<file path="src/design/hhpi_pkg.sv">
`timescale 1ns / 1ps
// Shared types and constants for the heading-hold PI controller.
// Used by hhpi_ser_mul and heading_hold_pi_controller_unit; no dependencies.
package hhpi_pkg;

    localparam int MUL_A_W = 32;
    localparam int MUL_B_W = 16;
    localparam int MUL_P_W = MUL_A_W + MUL_B_W;
    localparam int MUL_CNT_W = $clog2(MUL_B_W);

    localparam int CFG_IDX_W = 3;
    localparam int CFG_DATA_W = 16;

    localparam logic [CFG_IDX_W-1:0] CFG_START_HEADING = 3'd0;
    localparam logic [CFG_IDX_W-1:0] CFG_BASE_SPEED    = 3'd1;
    localparam logic [CFG_IDX_W-1:0] CFG_PROP_GAIN     = 3'd2;
    localparam logic [CFG_IDX_W-1:0] CFG_INTEG_GAIN    = 3'd3;
    localparam logic [CFG_IDX_W-1:0] CFG_LEAK_FACTOR   = 3'd4;

    localparam longint PI_Q16 = 205887;
    localparam int INTEG_W = 32;

    typedef enum logic [1:0] {
        SIGN_NONE = 2'd0,
        SIGN_POS  = 2'd1,
        SIGN_NEG  = 2'd2
    } t_err_sign;

    typedef struct packed {
        logic                      start;
        logic signed [MUL_A_W-1:0] a;
        logic [MUL_B_W-1:0]        b;
    } t_mul_req;

    typedef struct packed {
        logic                      done;
        logic signed [MUL_P_W-1:0] product;
    } t_mul_rsp;

    // floor((p + 128) / 256)
    function automatic logic signed [MUL_P_W-9:0] round_sh8(
        input logic signed [MUL_P_W-1:0] p
    );
        logic signed [MUL_P_W-1:0] t;
        t = p + MUL_P_W'(128);
        return t[MUL_P_W-1:8];
    endfunction

endpackage

</file>
<file path="src/design/hhpi_ser_mul.sv">
`timescale 1ns / 1ps
// Bit-serial shift-add multiplier: signed parallel operand times unsigned
// operand taken one bit per cycle, LSB first. Depends on hhpi_pkg.
module hhpi_ser_mul (
    input  logic               i_clk,
    input  logic               i_rst_n,
    input  hhpi_pkg::t_mul_req i_req,
    output hhpi_pkg::t_mul_rsp o_rsp
);
    import hhpi_pkg::*;

    logic signed [MUL_A_W-1:0] r_a;
    logic signed [MUL_A_W:0]   r_hi;
    logic signed [MUL_A_W:0]   n_sum;
    logic [MUL_B_W-1:0]        r_lo;
    logic [MUL_CNT_W-1:0]      r_cnt;
    logic                      r_busy;
    logic                      r_done;

    always_comb begin
        n_sum = r_hi + (r_lo[0] ? (MUL_A_W+1)'(r_a) : '0);
    end

    always_ff @(posedge i_clk) begin
        if (!i_rst_n) begin
            r_busy <= 1'b0;
            r_done <= 1'b0;
            r_cnt  <= '0;
        end else begin
            r_done <= 1'b0;
            if (i_req.start) begin
                r_busy <= 1'b1;
                r_cnt  <= '0;
            end else if (r_busy) begin
                r_cnt <= r_cnt + MUL_CNT_W'(1);
                if (r_cnt == MUL_CNT_W'(MUL_B_W - 1)) begin
                    r_busy <= 1'b0;
                    r_done <= 1'b1;
                end
            end
        end
    end

    always_ff @(posedge i_clk) begin
        if (i_req.start) begin
            r_a  <= i_req.a;
            r_hi <= '0;
            r_lo <= i_req.b;
        end else if (r_busy) begin
            r_hi <= n_sum >>> 1;
            r_lo <= {n_sum[0], r_lo[MUL_B_W-1:1]};
        end
    end

    assign o_rsp.done    = r_done;
    assign o_rsp.product = {r_hi[MUL_A_W-1:0], r_lo};

endmodule

</file>
<file path="src/design/heading_hold_pi_controller_unit.sv">
`timescale 1ns / 1ps
// Heading-hold PI controller with a leaky integral: top level and sequencer.
// Depends on hhpi_pkg and hhpi_ser_mul.
//
// One item (heading, dt) gives one result (left and right wheel commands and the
// wrapped heading error). Items are handled one at a time: no new item is accepted
// until the result of the accepted one is in the output register, and the next item is
// accepted in the cycle after that, even if the previous result is still waiting
// to be taken. The pace is set by the single shared bit-serial multiplier, which
// runs four passes per item (integral times leak, error times dt, error times
// proportional gain, integral times integral gain); the error is formed before the
// first pass, the integral is updated before the third, and the commands are formed
// after the last. A result still waiting when the next one is
// ready holds the sequencer until it is taken. Configuration writes are always
// taken and must only be made while idle.
module heading_hold_pi_controller_unit #(
    parameter int ANGLE_FRAC_BITS = 13,
    parameter int DRIVE_LIMIT     = 100
) (
    input  logic                                i_clk,
    input  logic                                i_rst_n,
    input  logic                                i_valid,
    output logic                                o_stall,
    input  logic [15:0]                         i_heading,
    input  logic [15:0]                         i_dt_fraction,
    output logic                                o_valid,
    input  logic                                i_stall,
    output logic signed [7:0]                   o_left_drive,
    output logic signed [7:0]                   o_right_drive,
    output logic signed [15:0]                  o_heading_error,
    input  logic                                i_cfg_valid,
    output logic                                o_cfg_ready,
    input  logic [hhpi_pkg::CFG_IDX_W-1:0]      i_cfg_index,
    input  logic [hhpi_pkg::CFG_DATA_W-1:0]     i_cfg_data
);
    import hhpi_pkg::*;

    localparam longint HALF_TURN = ((PI_Q16 << ANGLE_FRAC_BITS) + 32768) >>> 16;
    localparam int ERR_W  = $clog2(65535 + 2 * HALF_TURN + 1) + 1;
    localparam int SH     = ANGLE_FRAC_BITS + 16;
    localparam int PE_W   = ERR_W + 11;
    localparam int CORR_W = ERR_W + 28;
    localparam int DRV_W  = CORR_W + 2;
    localparam int ACC_W  = 35;
    localparam int RND_W  = MUL_P_W - 8;

    localparam logic signed [ERR_W-1:0] HALF_S = ERR_W'(HALF_TURN);
    localparam logic signed [ERR_W-1:0] FULL_S = ERR_W'(2 * HALF_TURN);
    localparam logic signed [ERR_W-1:0] E_MAX  = ERR_W'(32767);
    localparam logic signed [ERR_W-1:0] E_MIN  = ERR_W'(-32768);
    localparam logic signed [ACC_W-1:0] I_MAX  = ACC_W'(64'sd2147483647);
    localparam logic signed [ACC_W-1:0] I_MIN  = ACC_W'(-64'sd2147483648);
    localparam logic signed [DRV_W-1:0] LIM_P  = DRV_W'(DRIVE_LIMIT);
    localparam logic signed [DRV_W-1:0] LIM_N  = DRV_W'(-DRIVE_LIMIT);

    typedef enum logic [3:0] {
        S_IDLE,
        S_ERR,
        S_LEAK,
        S_EDT,
        S_ACC,
        S_PROP,
        S_INTEG,
        S_SUM,
        S_OUT
    } t_state;

    t_state                    r_state;
    logic [15:0]               r_start_heading;
    logic signed [7:0]         r_base_speed;
    logic [9:0]                r_prop_gain;
    logic [7:0]                r_integ_gain;
    logic [8:0]                r_leak_factor;
    logic signed [INTEG_W-1:0] r_integ;
    t_err_sign                 r_sign;
    logic [15:0]               r_heading;
    logic [15:0]               r_dt;
    logic signed [ERR_W-1:0]   r_err;
    logic signed [ACC_W-2:0]   r_t1;
    logic signed [ACC_W-2:0]   r_t2;
    logic signed [PE_W-1:0]    r_pe;
    logic signed [CORR_W-1:0]  r_corr;
    logic signed [DRV_W-1:0]   r_left_x;
    logic signed [DRV_W-1:0]   r_right_x;
    logic                      r_o_valid;
    logic signed [7:0]         r_left;
    logic signed [7:0]         r_right;
    logic signed [15:0]        r_err_out;
    t_mul_req                  r_req;
    t_mul_rsp                  w_rsp;

    logic signed [ERR_W-1:0]   w_diff;
    logic signed [ERR_W-1:0]   n_err;
    logic                      w_neg;
    logic                      w_pos;
    logic                      w_clr;
    logic signed [RND_W-1:0]   w_rnd;
    logic signed [ACC_W-1:0]   w_acc;
    logic signed [INTEG_W-1:0] n_integ;
    logic signed [CORR_W-1:0]  w_corr;
    logic signed [DRV_W-1:0]   w_base;
    logic signed [15:0]        n_err16;

    function automatic logic signed [7:0] trunc_clip(input logic signed [DRV_W-1:0] x);
        logic signed [DRV_W-1:0] q;
        logic signed [7:0]       res;
        q = x >>> SH;
        if (x[DRV_W-1] && (x[SH-1:0] != '0)) begin
            q = q + DRV_W'(1);
        end
        if (q > LIM_P) begin
            res = 8'(LIM_P);
        end else if (q < LIM_N) begin
            res = 8'(LIM_N);
        end else begin
            res = 8'(q);
        end
        return res;
    endfunction

    hhpi_ser_mul u_mul (
        .i_clk   (i_clk),
        .i_rst_n (i_rst_n),
        .i_req   (r_req),
        .o_rsp   (w_rsp)
    );

    always_comb begin
        w_diff = {{(ERR_W-16){1'b0}}, r_heading} - {{(ERR_W-16){1'b0}}, r_start_heading};
        if (w_diff > HALF_S) begin
            n_err = w_diff - FULL_S;
        end else if (w_diff < -HALF_S) begin
            n_err = w_diff + FULL_S;
        end else begin
            n_err = w_diff;
        end
        w_neg = n_err[ERR_W-1];
        w_pos = !w_neg && (n_err != '0);
        w_clr = (w_neg && (r_sign == SIGN_POS)) || (w_pos && (r_sign == SIGN_NEG));

        w_rnd = round_sh8(w_rsp.product);
        w_acc = ACC_W'(r_t1) + ACC_W'(r_t2);
        if (w_acc > I_MAX) begin
            n_integ = INTEG_W'(I_MAX);
        end else if (w_acc < I_MIN) begin
            n_integ = INTEG_W'(I_MIN);
        end else begin
            n_integ = INTEG_W'(w_acc);
        end

        w_corr = (CORR_W'(r_pe) <<< 16) + CORR_W'(w_rsp.product);
        w_base = DRV_W'(r_base_speed) <<< SH;

        if (r_err > E_MAX) begin
            n_err16 = 16'(E_MAX);
        end else if (r_err < E_MIN) begin
            n_err16 = 16'(E_MIN);
        end else begin
            n_err16 = 16'(r_err);
        end
    end

    always_ff @(posedge i_clk) begin
        if (!i_rst_n) begin
            r_state         <= S_IDLE;
            r_start_heading <= 16'd0;
            r_base_speed    <= 8'sd0;
            r_prop_gain     <= 10'd200;
            r_integ_gain    <= 8'd26;
            r_leak_factor   <= 9'd192;
            r_integ         <= '0;
            r_sign          <= SIGN_NONE;
            r_o_valid       <= 1'b0;
            r_req           <= '0;
        end else begin
            r_req.start <= 1'b0;

            if (i_cfg_valid && o_cfg_ready) begin
                unique case (i_cfg_index)
                    CFG_START_HEADING: r_start_heading <= i_cfg_data;
                    CFG_BASE_SPEED:    r_base_speed    <= i_cfg_data[7:0];
                    CFG_PROP_GAIN:     r_prop_gain     <= i_cfg_data[9:0];
                    CFG_INTEG_GAIN:    r_integ_gain    <= i_cfg_data[7:0];
                    CFG_LEAK_FACTOR:   r_leak_factor   <= i_cfg_data[8:0];
                    default: ;
                endcase
            end

            if (r_o_valid && !i_stall && (r_state != S_OUT)) begin
                r_o_valid <= 1'b0;
            end

            unique case (r_state)
                S_IDLE: begin
                    if (i_valid) begin
                        r_heading <= i_heading;
                        r_dt      <= i_dt_fraction;
                        r_state   <= S_ERR;
                    end
                end
                S_ERR: begin
                    r_err  <= n_err;
                    r_sign <= w_pos ? SIGN_POS : (w_neg ? SIGN_NEG : SIGN_NONE);
                    if (w_clr) begin
                        r_integ <= '0;
                    end
                    r_req.start <= 1'b1;
                    r_req.a     <= w_clr ? '0 : r_integ;
                    r_req.b     <= MUL_B_W'(r_leak_factor);
                    r_state     <= S_LEAK;
                end
                S_LEAK: begin
                    if (w_rsp.done) begin
                        r_t1        <= (ACC_W-1)'(w_rnd);
                        r_req.start <= 1'b1;
                        r_req.a     <= MUL_A_W'(r_err);
                        r_req.b     <= r_dt;
                        r_state     <= S_EDT;
                    end
                end
                S_EDT: begin
                    if (w_rsp.done) begin
                        r_t2    <= (ACC_W-1)'(w_rnd);
                        r_state <= S_ACC;
                    end
                end
                S_ACC: begin
                    r_integ     <= n_integ;
                    r_req.start <= 1'b1;
                    r_req.a     <= MUL_A_W'(r_err);
                    r_req.b     <= MUL_B_W'(r_prop_gain);
                    r_state     <= S_PROP;
                end
                S_PROP: begin
                    if (w_rsp.done) begin
                        r_pe        <= PE_W'(w_rsp.product);
                        r_req.start <= 1'b1;
                        r_req.a     <= r_integ;
                        r_req.b     <= MUL_B_W'(r_integ_gain);
                        r_state     <= S_INTEG;
                    end
                end
                S_INTEG: begin
                    if (w_rsp.done) begin
                        r_corr  <= w_corr;
                        r_state <= S_SUM;
                    end
                end
                S_SUM: begin
                    r_left_x  <= w_base - DRV_W'(r_corr);
                    r_right_x <= w_base + DRV_W'(r_corr);
                    r_state   <= S_OUT;
                end
                S_OUT: begin
                    if (!r_o_valid || !i_stall) begin
                        r_o_valid <= 1'b1;
                        r_left    <= trunc_clip(r_left_x);
                        r_right   <= trunc_clip(r_right_x);
                        r_err_out <= n_err16;
                        r_state   <= S_IDLE;
                    end
                end
                default: r_state <= S_IDLE;
            endcase
        end
    end

    assign o_stall         = (r_state != S_IDLE);
    assign o_valid         = r_o_valid;
    assign o_left_drive    = r_left;
    assign o_right_drive   = r_right;
    assign o_heading_error = r_err_out;
    assign o_cfg_ready     = 1'b1;

endmodule
</file>
<file path="config.mk">
export PLATFORM = sky130hd
export DESIGN_NAME = heading_hold_pi_controller_unit
export DESIGN_NICKNAME = d
export VERILOG_FILES = /design/src/design/hhpi_pkg.sv /design/src/design/hhpi_ser_mul.sv /design/src/design/heading_hold_pi_controller_unit.sv
export SDC_FILE = /design/constraint.sdc
export NUM_CORES = 1
export LEC_CHECK = 0
export BUFFER_PORTS_ARGS = -buffer_cell sky130_fd_sc_hd__buf_2
export CAP_MARGIN = 10
export CORE_AREA = 2 2 207 209
export DETAILED_ROUTE_END_ITERATION = 10
export DIE_AREA = 0 0 209 211
export GPL_ROUTABILITY_DRIVEN = 1
export GPL_TIMING_DRIVEN = 0
export PLACE_DENSITY_LB_ADDON = 0.3
export SETUP_SLACK_MARGIN = 0.1
export SLEW_MARGIN = 20
export SYNTH_ARGS = -nofsm -noshare
export SYNTH_HDL_FRONTEND = slang
export SYNTH_SLANG_ARGS = --single-unit
export TNS_END_PERCENT = 1
</file>
<file path="constraint.sdc">
create_clock -name i_clk -period 21.7 [get_ports i_clk]
set_input_delay 1.085 -clock i_clk [delete_from_list [all_inputs] [get_ports i_clk]]
set_output_delay 1.085 -clock i_clk [all_outputs]
set_load 0.03 [all_outputs]
</file>
# Word-level counts from Yosys, hierarchy flattened
# Cells that the tools add are included.
# word_totals
register_bits	544
out_inout_bits	35
# classes
n_addsub	12
n_lt_le_gt_ge	10
eq_ne	22
muxes	39
n_bitwise	2
reduce_logical	40
# ops
cell	n
two-way mux 48 bit	8
case mux 49 bit (4 select lines)	1
two-way mux 49 bit	2
greater-than comparator 48 x 8 -> 1 bit, second input constant	2
< comparator 48 x 8 -> 1 bit, second input constant	2
two-way mux 32 bit	3
case mux 32 bit (2 select lines)	1
nonzero test 29 bit	2
two-way mux 16 bit	3
adder 37 x 46 -> 47 bit	1
subtractor 37 x 46 -> 47 bit	1
adder 45 x 46 -> 46 bit	1
adder 42 x 9 -> 42 bit, second input constant	1
adder 18 x 2 -> 19 bit, second input constant	2
two-way mux 18 bit	2
case mux 4 bit (9 select lines)	1
adder 34 x 34 -> 35 bit	1
greater-than comparator 35 x 32 -> 1 bit, second input constant	1
< comparator 35 x 32 -> 1 bit, second input constant	1
adder 33 bit	1
two-way mux 33 bit	1
two-way mux 4 bit	6
AND reduction 3 bit	7
adder 17 x 17 -> 18 bit, second input constant	1
other kinds (35)	73

# Depth between registers and ports, before layout
# Gate-level depths: netlist of the first run.
# depth
word_depth	10
depth_mapped	20
depth_no_buf	18

# Modules after synthesis
# A second synthesis of the first run with hierarchy kept.
# unflattened
hier_cells	2840
hier_area_um2	29091.7
# modules_own_cells
module	instances	cells_per_inst	area_per_inst_um2
heading_hold_pi_controller_unit	1	2338	24051.8
hhpi_ser_mul	1	502	5039.8

# Least setup slack after synthesis of the first run
# OpenSTA, ideal clock, no wires.
# synth_timing
kind	input -> register
startpoint	input i_rst_n
endpoint	register r_left_x[0] (enable)
t_arrival_ns	8.187
setup_slack_ns	12.854
cell_stages	5
cell_sequence	clkbuf_1 > inv_1 > clkbuf_1 > clkbuf_1 > nor3_1
# synth_via
elab_chain_len	1
# synth_rtl
item	line_no	rtl
start: declaration	heading_hold_pi_controller_unit.sv:21	input logic i_rst_n,
AND reduction 2 bit (no source line)	n/a	
end signal: assignment	heading_hold_pi_controller_unit.sv:250	r_left_x <= w_base - DRV_W'(r_corr);
end: declaration	heading_hold_pi_controller_unit.sv:83	logic signed [DRV_W-1:0] r_left_x;
# No other way between the ends.
# A chain may end at the register's enable or synchronous reset.

# Worst setup path in the final report of the first run
# layout_timing
startpoint	register r_heading[0]
endpoint	register r_req[45] (netlist name)
# layout_via
elab_chain_len	10
# layout_rtl
item	line_no	rtl
start: declaration	heading_hold_pi_controller_unit.sv:76	logic [15:0] r_heading;
start signal: assignment	heading_hold_pi_controller_unit.sv:196	r_heading <= i_heading;
subtractor 16 x 16 -> 17 bit *	heading_hold_pi_controller_unit.sv:129	w_diff = {{(ERR_W-16){1'b0}}, r_heading} - {{(ERR_W-16){1'b0}}, r_start_heading};
adder 17 x 17 -> 18 bit or < comparator 17 x 16 -> 1 bit (tied branches)	heading_hold_pi_controller_unit.sv:133, heading_hold_pi_controller_unit.sv:132	
two-way mux 18 bit	heading_hold_pi_controller_unit.sv:132	end else if (w_diff < -HALF_S) begin
two-way mux 18 bit *	heading_hold_pi_controller_unit.sv:130	if (w_diff > HALF_S) begin
nonzero test 18 bit or zero test 1 bit (tied branches)	heading_hold_pi_controller_unit.sv:138	w_pos = !w_neg && (n_err != '0);
logical AND 1 bit	heading_hold_pi_controller_unit.sv:138	
logical AND 1 bit	heading_hold_pi_controller_unit.sv:139	w_clr = (w_neg && (r_sign == SIGN_POS)) || (w_pos && (r_sign == SIGN_NEG));
logical OR 1 bit *	heading_hold_pi_controller_unit.sv:139	
two-way mux 32 bit *	n/a	
case mux 49 bit (4 select lines) *	heading_hold_pi_controller_unit.sv:193	unique case (r_state)
end: declaration	heading_hold_pi_controller_unit.sv:89	t_mul_req r_req;
# Mark *: on every way between the ends. The rest lies on a longest branch, timed or not.

==> metrics.cfg, run 1 <==
[status]
status=finished, final reports clean

[place]
dp_hpwl_mm=53.7
place_area_mm2=0.0297
place.port_buffers=88
gp_congestion=0.947

[final_layout]
final_cell_area_mm2=0.0315
fin_nets=3106
final_util=0.754
drive_gt1_frac=0.0966
antennaDiodeCount=0
fill_cells=2651
syn_to_final_growth_pct=11.4

[sta]
setup_viol=0
slew_headroom=0.327
fin_skew_ns=0.0249
clock.fmax_mhz=170
tightest_slew_ns=1.00
rsz0062_at_grt=no
fin_tns_setup_ns=0
hold_viol_final=0
min_period_over_period=0.271
timing.final.max_slew_violations=0
post-route-min-period_ns=5.88

[setup_path]
critPathLaunchType=flop
critPathMaxFanout=10
worstPathRequired_ns=22.17
endpoint_kind=flop
cp.arrival_ns=6.35
critPathKind=flop to flop

[pwr]
power_frac_clock=0.354
p_comb_frac=0.179
seqPwrFrac=0.467
powerDensity_mw_per_mm2=85.9
power_leakage_nw=11.7
p_int_mw=1.92
switchingPower_uw=786
peakVddDrop_v=0.0000729
switching_share=0.291

[synth]
ys_seq_elements=543
synth_fa_ha_area_frac=0.0712
synth_area_leaders=edfxtp_1 (39%), dfxtp_1 (13%), ha_1 (6.7%), xnor2_1 (4.8%), nand2_1 (3.6%)
synth_xor_area_frac=0.0657
synth_edf_count=366
synth_top_family_by_area=compound AO/OA/AOI/OAI gates
ys_warn_count=0
postSynthAreaPerCell_um2=10.4
yosysTopAreaCellShare=0.389
yosys.area_share.simple=0.148
synth_compound_area_frac=0.154
synth_mux_area_frac=0.0139
ys_seq_area_frac=0.514
synthFlopType=edfxtp_1
synth_area_leader_cell=edfxtp_1
synth_nets=2931
syn-cell-area_mm2=0.0283
async_flop_share=0
syn_inst=2718
synth_cell_types=100

[grt]
gr-usage-all-layers=0.329
grt_first_pass_wirelength_mm=114
antenna_found_initial=1
grt_pass1_vias=22100
grt_max_degree=33
grt_overflow_total=0

[floorplanning]
pin_count=91
die_w_um=209
die_area_mm2=0.0441
core_mm2=0.0418
initial_core_util=0.677
core.rowCount=75
die_h_um=211

[clocking]
clk_pin_slew_worst_paths_ns=0.06
cts.sinks=543
htree_levels=2
insertion_delay_ns=0.63
cts.path.max_buffers=3
cts_setup_buffers=0
cts_tree=yes
post_cts_resized=0
root_buffer=clkbuf_16
cts_buffers=55
cts_hold_buffers=0

[detailed_routing]
ant_nets=0
dr_total_vias=22200
avgRoutedWirePerCell_um=21.0
firstDrtPassIters=6
via_per_inst=6.39
drt-total-wl_mm=73.0
drc=0
first_iter_violations=2024

[job]
maxCapViolations=0

[hold_path]
hp-class=flop to flop

## synthesized netlist by cell type, types with 27 or more instances
cell,n
a21o_1,43
a21oi_1,199
a31oi_1,32
and2_1,50
and3_1,33
clkbuf_1,70
dfxtp_1,177
edfxtp_1,366
ha_1,152
inv_1,152
nand2_1,270
nand2b_1,30
nand3_1,58
nor2_1,213
nor2b_1,27
nor3_1,70
nor4_1,27
o21ai_0,86
o22ai_1,42
xnor2_1,156
xor2_1,54
## layout make-up
class | instances | area, µm² | share of cell area
Tap cell | 539 | 674 | 0.0214
Inverter | 153 | 574 | 0.0182
Clock inverter | 26 | 264 | 0.00838
Multi-Input combinational cell | 1935 | 12800 | 0.408
Buffer | 87 | 345 | 0.0110
Sequential cell | 543 | 14500 | 0.462
Timing Repair Buffer | 118 | 687 | 0.0218
Clock buffer | 78 | 1570 | 0.0497
## worst paths after layout
| path | startpoint | to | slack [ns] | cells after the start |
|---|---|---|---|---|
| max | r_heading[0]$_DFFE_PP_ | r_req[45]$_SDFFE_PN0P_ | 15.82 | 19 |
| min | r_req[35]$_SDFFE_PN0P_ | u_mul.r_a[19]$_DFFE_PP_ | 0.44 | 0 |
| max reg2reg | r_heading[0]$_DFFE_PP_ | r_req[45]$_SDFFE_PN0P_ | 15.82 | 19 |
| min reg2reg | r_req[35]$_SDFFE_PN0P_ | u_mul.r_a[19]$_DFFE_PP_ | 0.44 | 0 |
## critical path, stage by stage, from the launching register on
cell and delay [ns]:
edfxtp_1 0.33, inv_1 0.05, ha_1 0.20, fa_1 0.40
and2b_1 0.27, o31a_1 0.24, xor2_1 0.72, inv_1 0.18
ha_1 0.29, o2111ai_1 0.10, o311ai_1 0.17, o2111ai_2 0.29
a31oi_2 0.23, or4_1 0.55, and3_1 0.21, o21ai_1 0.27
nor4_4 0.10, a311oi_2 0.64, buf_2 0.37, nor3_1 0.08
## metal layers
layer  wire, µm  vias to the layer above  global-route usage  part of all wire
met5         12                        -                   0           0.00016
met4       3870                        2               0.173             0.053
met3       5340                      265              0.0491             0.073
met2      36000                     1051               0.577              0.49
met1      27800                    10700               0.393              0.38
li1           -                    10300                   -                 -
## layout by cell type, fill, tap and decap left out, types with 27 or more instances in the layout
master	synthesis	layout
a21o_1	43	43
a21oi_1	199	199
a31oi_1	32	32
and2_1	50	50
and3_1	33	33
buf_2	11	108
clkbuf_1	70	85
clkbuf_16	0	57
dfxtp_1	177	176
edfxtp_1	366	366
ha_1	152	152
inv_1	152	152
nand2_1	270	270
nand2b_1	30	30
nand3_1	58	58
nor2_1	213	213
nor2b_1	27	27
nor3_1	70	66
o21ai_0	86	86
o22ai_1	42	42
xnor2_1	156	156
xor2_1	54	54
## kinds of logic (layout without fill, tap and decap cells)
logic type               Yosys count  in the layout
AND/OR/NAND/NOR                  869            869
AO/OA/AOI/OAI                    659            659
flip-flops                       543            543
buffers and inverters            240            462
XOR/XNOR                         211            211
adder cells (fa/ha/maj)          158            158
multiplexers                      37             37
other                              1              1
## power groups by stage
stage	registers [mW]	logic, mW	clock network [mW]
final	1.26	0.485	0.958
after CTS	1.26	0.475	0.962
after detailed placement	1.28	0.468	0
after global routing	1.26	0.529	0.999
after floorplan	1.24	0.356	0
after global placement	1.28	0.440	0
## flip-flops by register name (all words and copies together) (netlist names), 29 cells and up
| signal | count |
|---|---|
| r_right_x | 46 |
| r_pe | 29 |
| r_left_x | 47 |
| r_corr | 46 |
| r_integ | 32 |
| r_req | 49 |
| r_t2 | 34 |
| u_mul.r_hi | 32 |
| u_mul.r_a | 32 |
| r_t1 | 34 |
## per-stage QoR
| stage | setup WS, ns | power [mW] | hold slack [ns] | instances |
|---|---|---|---|---|
| after floorplan | 12.85 | 1.59 | 0.409 | 2718 |
| after global placement | 10.24 | 1.72 | 0.416 | 3345 |
| after detailed placement | 15.94 | 1.75 | 0.421 | 3375 |
| after CTS | 15.93 | 2.70 | 0.432 | 3479 |
| after global routing | 15.52 | 2.79 | 0.444 | 3479 |
| final | 15.82 | 2.70 | 0.435 | 3479 |
No activity file was read; power rests on OpenSTA's default activity.
==> inputs of run 2 (changes only) <==
--- a/config.mk
+++ b/config.mk
@@ -7,9 +7,9 @@
 export LEC_CHECK = 0
 export BUFFER_PORTS_ARGS = -buffer_cell sky130_fd_sc_hd__buf_2
 export CAP_MARGIN = 10
-export CORE_AREA = 2 2 207 209
+export CORE_AREA = 2 2 215 217
 export DETAILED_ROUTE_END_ITERATION = 10
-export DIE_AREA = 0 0 209 211
+export DIE_AREA = 0 0 217 219
 export GPL_ROUTABILITY_DRIVEN = 1
 export GPL_TIMING_DRIVEN = 0
 export PLACE_DENSITY_LB_ADDON = 0.3
==> constraint.sdc (replaced) <==
create_clock -name i_clk -period 5.9 [get_ports i_clk]
set_input_delay 0.295 -clock i_clk [delete_from_list [all_inputs] [get_ports i_clk]]
set_output_delay 0.295 -clock i_clk [all_outputs]
set_load 0.03 [all_outputs]
==> run 2 against run 1 <==
- flip-flop and latch count unchanged
- sequential share of layout area decreased by 0.82 points
- non-clock buffer count increased by 46
- register-to-register slack got worse by 16 ns
- wire length decreased by 1.8%
- worst setup slack got worse by 16 ns
- final cell count increased by 3.0%
- hold slack got worse by 0.25 ns
- via count decreased by 0.76%
- clock power increased to 3.6 times the previous value
- clock-buffer cell count increased by 2
- clock skew increased by 0.0070 ns
- critical endpoint is now r_integ[24]$_SDFFE_PN0N_
- largest cell class unchanged
==> metrics.cfg, run 2 (synthesis results as in run 1) <==
[sta]
holdWs_ns=0.184
hold_viol_final=0
timing.final.max_slew_violations=0
fin_tns_setup_ns=0
rsz0062_at_grt=yes
layout_setup_ws_ns=0.308
tightest_slew_ns=1.03
clock.fmax_mhz=179
setup_viol=0
fin_skew_ns=0.0319
min_period_over_period=0.948
post-route-min-period_ns=5.59
slew_headroom=0.308

[clocking]
root_buffer=clkbuf_16
cts_tree=yes
htree_levels=2
cts.path.max_buffers=3
clk_pin_slew_worst_paths_ns=0.06
cts.sinks=543
cts_buffers=55
cts_setup_buffers=0
insertion_delay_ns=0.63

[final_layout]
top_regs=r_req: 49 flops, r_left_x: 47 flops
final_cell_mix=edfxtp_1 (366), nand2_1 (270), nor2_1 (213), a21oi_1 (199), dfxtp_1 (176)
multi_input_area_mm2=0.0129
fill_cells=3167
top_register=r_req
final_common_cell=edfxtp_1
fin_nets=3152
syn_to_final_growth_pct=13.4
drive_gt1_frac=0.0928
largest_reg_flops=49
layout.cells.non_filler=3585
final_cell_area_mm2=0.0321
final-seq-area_mm2=0.0145
antennaDiodeCount=0
final_util=0.711

[setup_path]
endpoint_kind=flop
crit_family=compound AO/OA/AOI/OAI gates
rrSetupSlack_ns=0.31
critPathKind=flop to flop
cpMaxStageDelayCell=a31oi_1
slowest_delay_ns=0.85
critical_path_buf_inv_count=2
crit_chain=inv_1, ha_1, fa_1, and2b_1, o31a_1, xor2_2, inv_1, ha_1, o2111ai_1, o311ai_1, o2111ai_2, a31oi_2, or4_1, and3_1, o21ai_1, nor4_4, a31oi_1, o21ai_0
worstPathRequired_ns=6.35
critPathLaunchType=flop
cp.arrival_ns=6.04
critPathMaxFanout=9

[pwr]
peakVddDrop_v=0.000250
powerDensity_mw_per_mm2=309
power_mw=9.90
power_leakage_nw=11.9

[detailed_routing]
firstDrtPassIters=7
drc=0
drt-total-wl_mm=71.7
dr_total_vias=22100
avgRoutedWirePerCell_um=20.0
ant_nets=0
first_iter_violations=2001
via_per_inst=6.16

[floorplanning]
die_w_um=217
core.rowCount=78
pin_count=91
die_h_um=219
core_mm2=0.0451
initial_core_util=0.627
die_area_mm2=0.0475

[place]
dp_cells=3432
dp_hpwl_mm=52.9
post-place-ws_ns=0.154
place.port_buffers=88
gp_congestion=0.943
place_area_mm2=0.0297

[grt]
grt_overflow_total=0
grt_first_pass_wirelength_mm=112
antenna_found_initial=0
grt_pass1_vias=21800
grt_max_degree=33
gr-usage-all-layers=0.300

[job]
maxCapViolations=0

[status]
status=finished, final reports clean

[hold_path]
hp-class=input port to flop

run 2: timing repair:
action / in CTS / in global routing
gates resized for setup: 0 / 4
hold endpoints to repair: 85 / 0
hold buffers: 50 / 0
setup endpoints to repair: 0 / 50
run 2: worst reg2reg max path: stages, from the launching register on:
cell and delay (ns):
edfxtp_1 0.32, inv_1 0.04, ha_1 0.21, fa_1 0.42, and2b_1 0.29, o31a_1 0.27
xor2_2 0.47, inv_1 0.13, ha_1 0.26, o2111ai_1 0.09, o311ai_1 0.14, o2111ai_2 0.31
a31oi_2 0.23, or4_1 0.55, and3_1 0.21, o21ai_1 0.26, nor4_4 0.11, a31oi_1 0.86
o21ai_0 0.24
run 2: per-layer routing:
metal,global-route usage,vias to the layer above,wire length (µm)
li1,-,10400,-
met1,0.361,10600,28200
met2,0.538,870,36100
met3,0.0370,190,4390
met4,0.134,0,2940
met5,0,-,0
run 2: worst paths after layout:
check                               from                            to  cells past startpoint
hold reg to reg   r_req[33]$_SDFFE_PN0P_       u_mul.r_a[17]$_DFFE_PP_                      0
setup / recovery  r_heading[0]$_DFFE_PP_      r_integ[24]$_SDFFE_PN0N_                     18
setup reg to reg  r_heading[0]$_DFFE_PP_      r_integ[24]$_SDFFE_PN0N_                     18
hold / removal            i_cfg_index[1]  r_base_speed[0]$_SDFFE_PN0P_                      4
run 2: power breakdown:
part           internal [mW]  switching [mW]  leakage, nW
clock                   2.00            1.47        0.879
combinational          0.745            1.05         6.28
sequential              4.33           0.299         4.77
run 2: layout make-up:
class	count	share of cell area
flip-flops and latches	543	0.453
multi-input cells	1935	0.401
clock buffers	80	0.0481
repair buffers	164	0.0370
well taps	600	0.0234
inverters	153	0.0179
plain buffers	87	0.0108
clock inverters	23	0.00796
==> inputs of run 3 (changes only) <==
--- a/config.mk
+++ b/config.mk
@@ -12,6 +12,8 @@
 export DIE_AREA = 0 0 217 219
 export GPL_ROUTABILITY_DRIVEN = 1
 export GPL_TIMING_DRIVEN = 0
+export HOLD_SLACK_MARGIN = 0.05
+export MAX_ROUTING_LAYER = met4
 export PLACE_DENSITY_LB_ADDON = 0.3
 export SETUP_SLACK_MARGIN = 0.1
 export SLEW_MARGIN = 20
==> run 3 against run 2 <==
- flip-flop and latch count did not move
- final cell count barely moved
- wire length rose by 2.2%
- first-iteration DRC count fell by 20%
- utilization rose by 0.13 points
- design area rose by 0.18%
- clock power rose by 2%
- via count fell by 0.22%
- combinational power barely moved
- sequential power barely moved
- critical path depth fell by 1
- global-route usage rose by 1.6 points
- critical path type unchanged
- largest power group unchanged
==> metrics.cfg, run 3 (synthesis results as in run 1) <==
[setup_path]
crit_chain=inv_1, ha_1, fa_1, and2b_1, o2111ai_1, a21boi_1, a21oi_1, or3_1, a2111oi_1, nor3_1, o31a_1, o22ai_1, mux2i_1, o21bai_1, a311oi_4, buf_2, nor3_1
worstPathRequired_ns=6.36
cp.arrival_ns=6.09
slowest_delay_ns=0.55
r2r-start=r_heading[0]$_DFFE_PP_
cp_common_cell=nor3_1
endpoint_kind=flop
cp-startpoint=r_heading[0]$_DFFE_PP_
critPathLaunchType=flop
critPathMaxFanout=10
critPathKind=flop to flop
cpMaxStageDelayCell=a2111oi_1

[pwr]
powerDensity_mw_per_mm2=310
power_frac_clock=0.355
p_comb_frac=0.180
peakVddDrop_v=0.000236
switching_share=0.288
power_leakage_nw=11.9
seqPwrFrac=0.465
p_int_mw=7.09
switchingPower_mw=2.87
power_mw=9.96

[hold_path]
min-delay-start=i_cfg_index[1]
hp-class=input port to flop

[sta]
hold_viol_final=0
post-route-min-period_ns=5.63
timing.final.max_slew_violations=0
setup_viol=0
holdWs_ns=0.191
min_period_over_period=0.954
clock.fmax_mhz=178
rsz0062_at_grt=yes
slew_headroom=0.267
tightest_slew_ns=1.07
fin_skew_ns=0.0255

[place]
dp_cells=3432
dp_hpwl_mm=53.3
gp_congestion=0.973
place.port_buffers=88
place_area_mm2=0.0298

[detailed_routing]
via_per_inst=6.15
drc=0
firstDrtPassIters=9
first_iter_violations=1605
ant_nets=0
drt-total-wl_mm=73.2
avgRoutedWirePerCell_um=20.4
dr_total_vias=22000

[final_layout]
top_register=r_req
top_regs=r_req: 49 flops, r_left_x: 47 flops
final_cell_mix=edfxtp_1 (366), nand2_1 (270), nor2_1 (213), a21oi_1 (198), dfxtp_1 (176)
final_cell_area_mm2=0.0321
drive_gt1_frac=0.0949
final_common_cell=edfxtp_1
syn_to_final_growth_pct=13.6
fill_cells=3182
layout.cells.non_filler=3583
fin_nets=3150
largest_reg_flops=49

[floorplanning]
core_mm2=0.0451
pin_count=91
core.rowCount=78
die_w_um=217
die_h_um=219
initial_core_util=0.627
die_area_mm2=0.0475

[clocking]
htree_levels=2
cts.path.max_buffers=3
cts_setup_buffers=0
insertion_delay_ns=0.64
cts_tree=yes
root_buffer=clkbuf_16
cts.sinks=543
cts_buffers=53
clk_pin_slew_worst_paths_ns=0.06

[grt]
grt_first_pass_wirelength_mm=114
gr-usage-all-layers=0.316
grt_max_degree=33
grt_pass1_vias=21600
grt_overflow_total=0
antenna_found_initial=2

[status]
status=finished, final reports clean

[job]
maxCapViolations=0

[run 3: cell count changes in the layout (fill, tap and decap cells not counted), sizes merged]
| cell | delta |
|---|---|
| clkbuf | -18 |
| bufinv | +2 |
| clkinv | +10 |
| diode | +2 |
| clkinvlp | +2 |
[run 3: critical path: cells and delay by family, from the launching register on]
| kind | cells | cell delay, ns |
|---|---|---|
| DFF | 1 | 0.33 |
| buffers and inverters | 2 | 0.40 |
| and+or+nand+nor | 4 | 0.93 |
| muxes | 1 | 0.45 |
| adders and majority gates | 2 | 0.61 |
| AOI/OAI and AO/OA | 8 | 2.71 |
[run 3: metal layers]
metal	global-route usage	up-vias	wire length [µm]
met1	0.371	10700	28900
met3	0.0378	201	4000
li1	-	10400	-
met5	-	-	0
met2	0.550	786	37200
met4	0.136	0	3160
[run 3: layout make-up]
| type | instances | area, µm² | area share |
|---|---|---|---|
| clock inverters | 37 | 404 | 0.0126 |
| repair buffers | 164 | 1200 | 0.0374 |
| clock buffers | 62 | 1420 | 0.0443 |
| well taps | 600 | 751 | 0.0234 |
| multi-input cells | 1935 | 12900 | 0.401 |
| diodes | 2 | 5.00 | 0.000156 |
| inverters | 153 | 574 | 0.0179 |
| flip-flops and latches | 543 | 14500 | 0.453 |
| plain buffers | 87 | 345 | 0.0108 |
[run 3: worst paths after layout]
check                                 endpoint  slack [ns]  cells past startpoint
hold reg to reg        u_mul.r_a[17]$_DFFE_PP_        0.43                      0
hold / removal    r_base_speed[1]$_SDFFE_PN0P_        0.19                      4
setup reg to reg        r_req[46]$_SDFFE_PN0P_        0.27                     17
setup / recovery        r_req[46]$_SDFFE_PN0P_        0.27                     17
[run 3: repair_timing]
| item | in CTS | in global routing |
|---|---|---|
| resized for setup | 1 | 4 |
| setup endpoints to repair | 8 | 36 |
| hold endpoints to repair | 85 | 0 |
| hold buffers | 50 | 0 |
[run 3: power groups by stage]
stage               Sequential, mW  Combinational, mW  Clock [mW]
floorplan                     4.55               1.31           0
global placement              4.70               1.63           0
detailed placement            4.71               1.70           0
CTS                           4.63               1.75        3.56
global route                  4.64               1.96        3.69
finish                        4.64               1.79        3.53
[run 3: per-stage QoR]
step	setup slack (ns)	setup TNS, ns	utilization
detailed placement	0.113	0	0.660
global route	-0.0533	-0.197	0.712
floorplan	0.193	0	-
finish	0.274	0	0.712
global placement	-1.79	-251.61	0.653
CTS	0.303	0	0.712
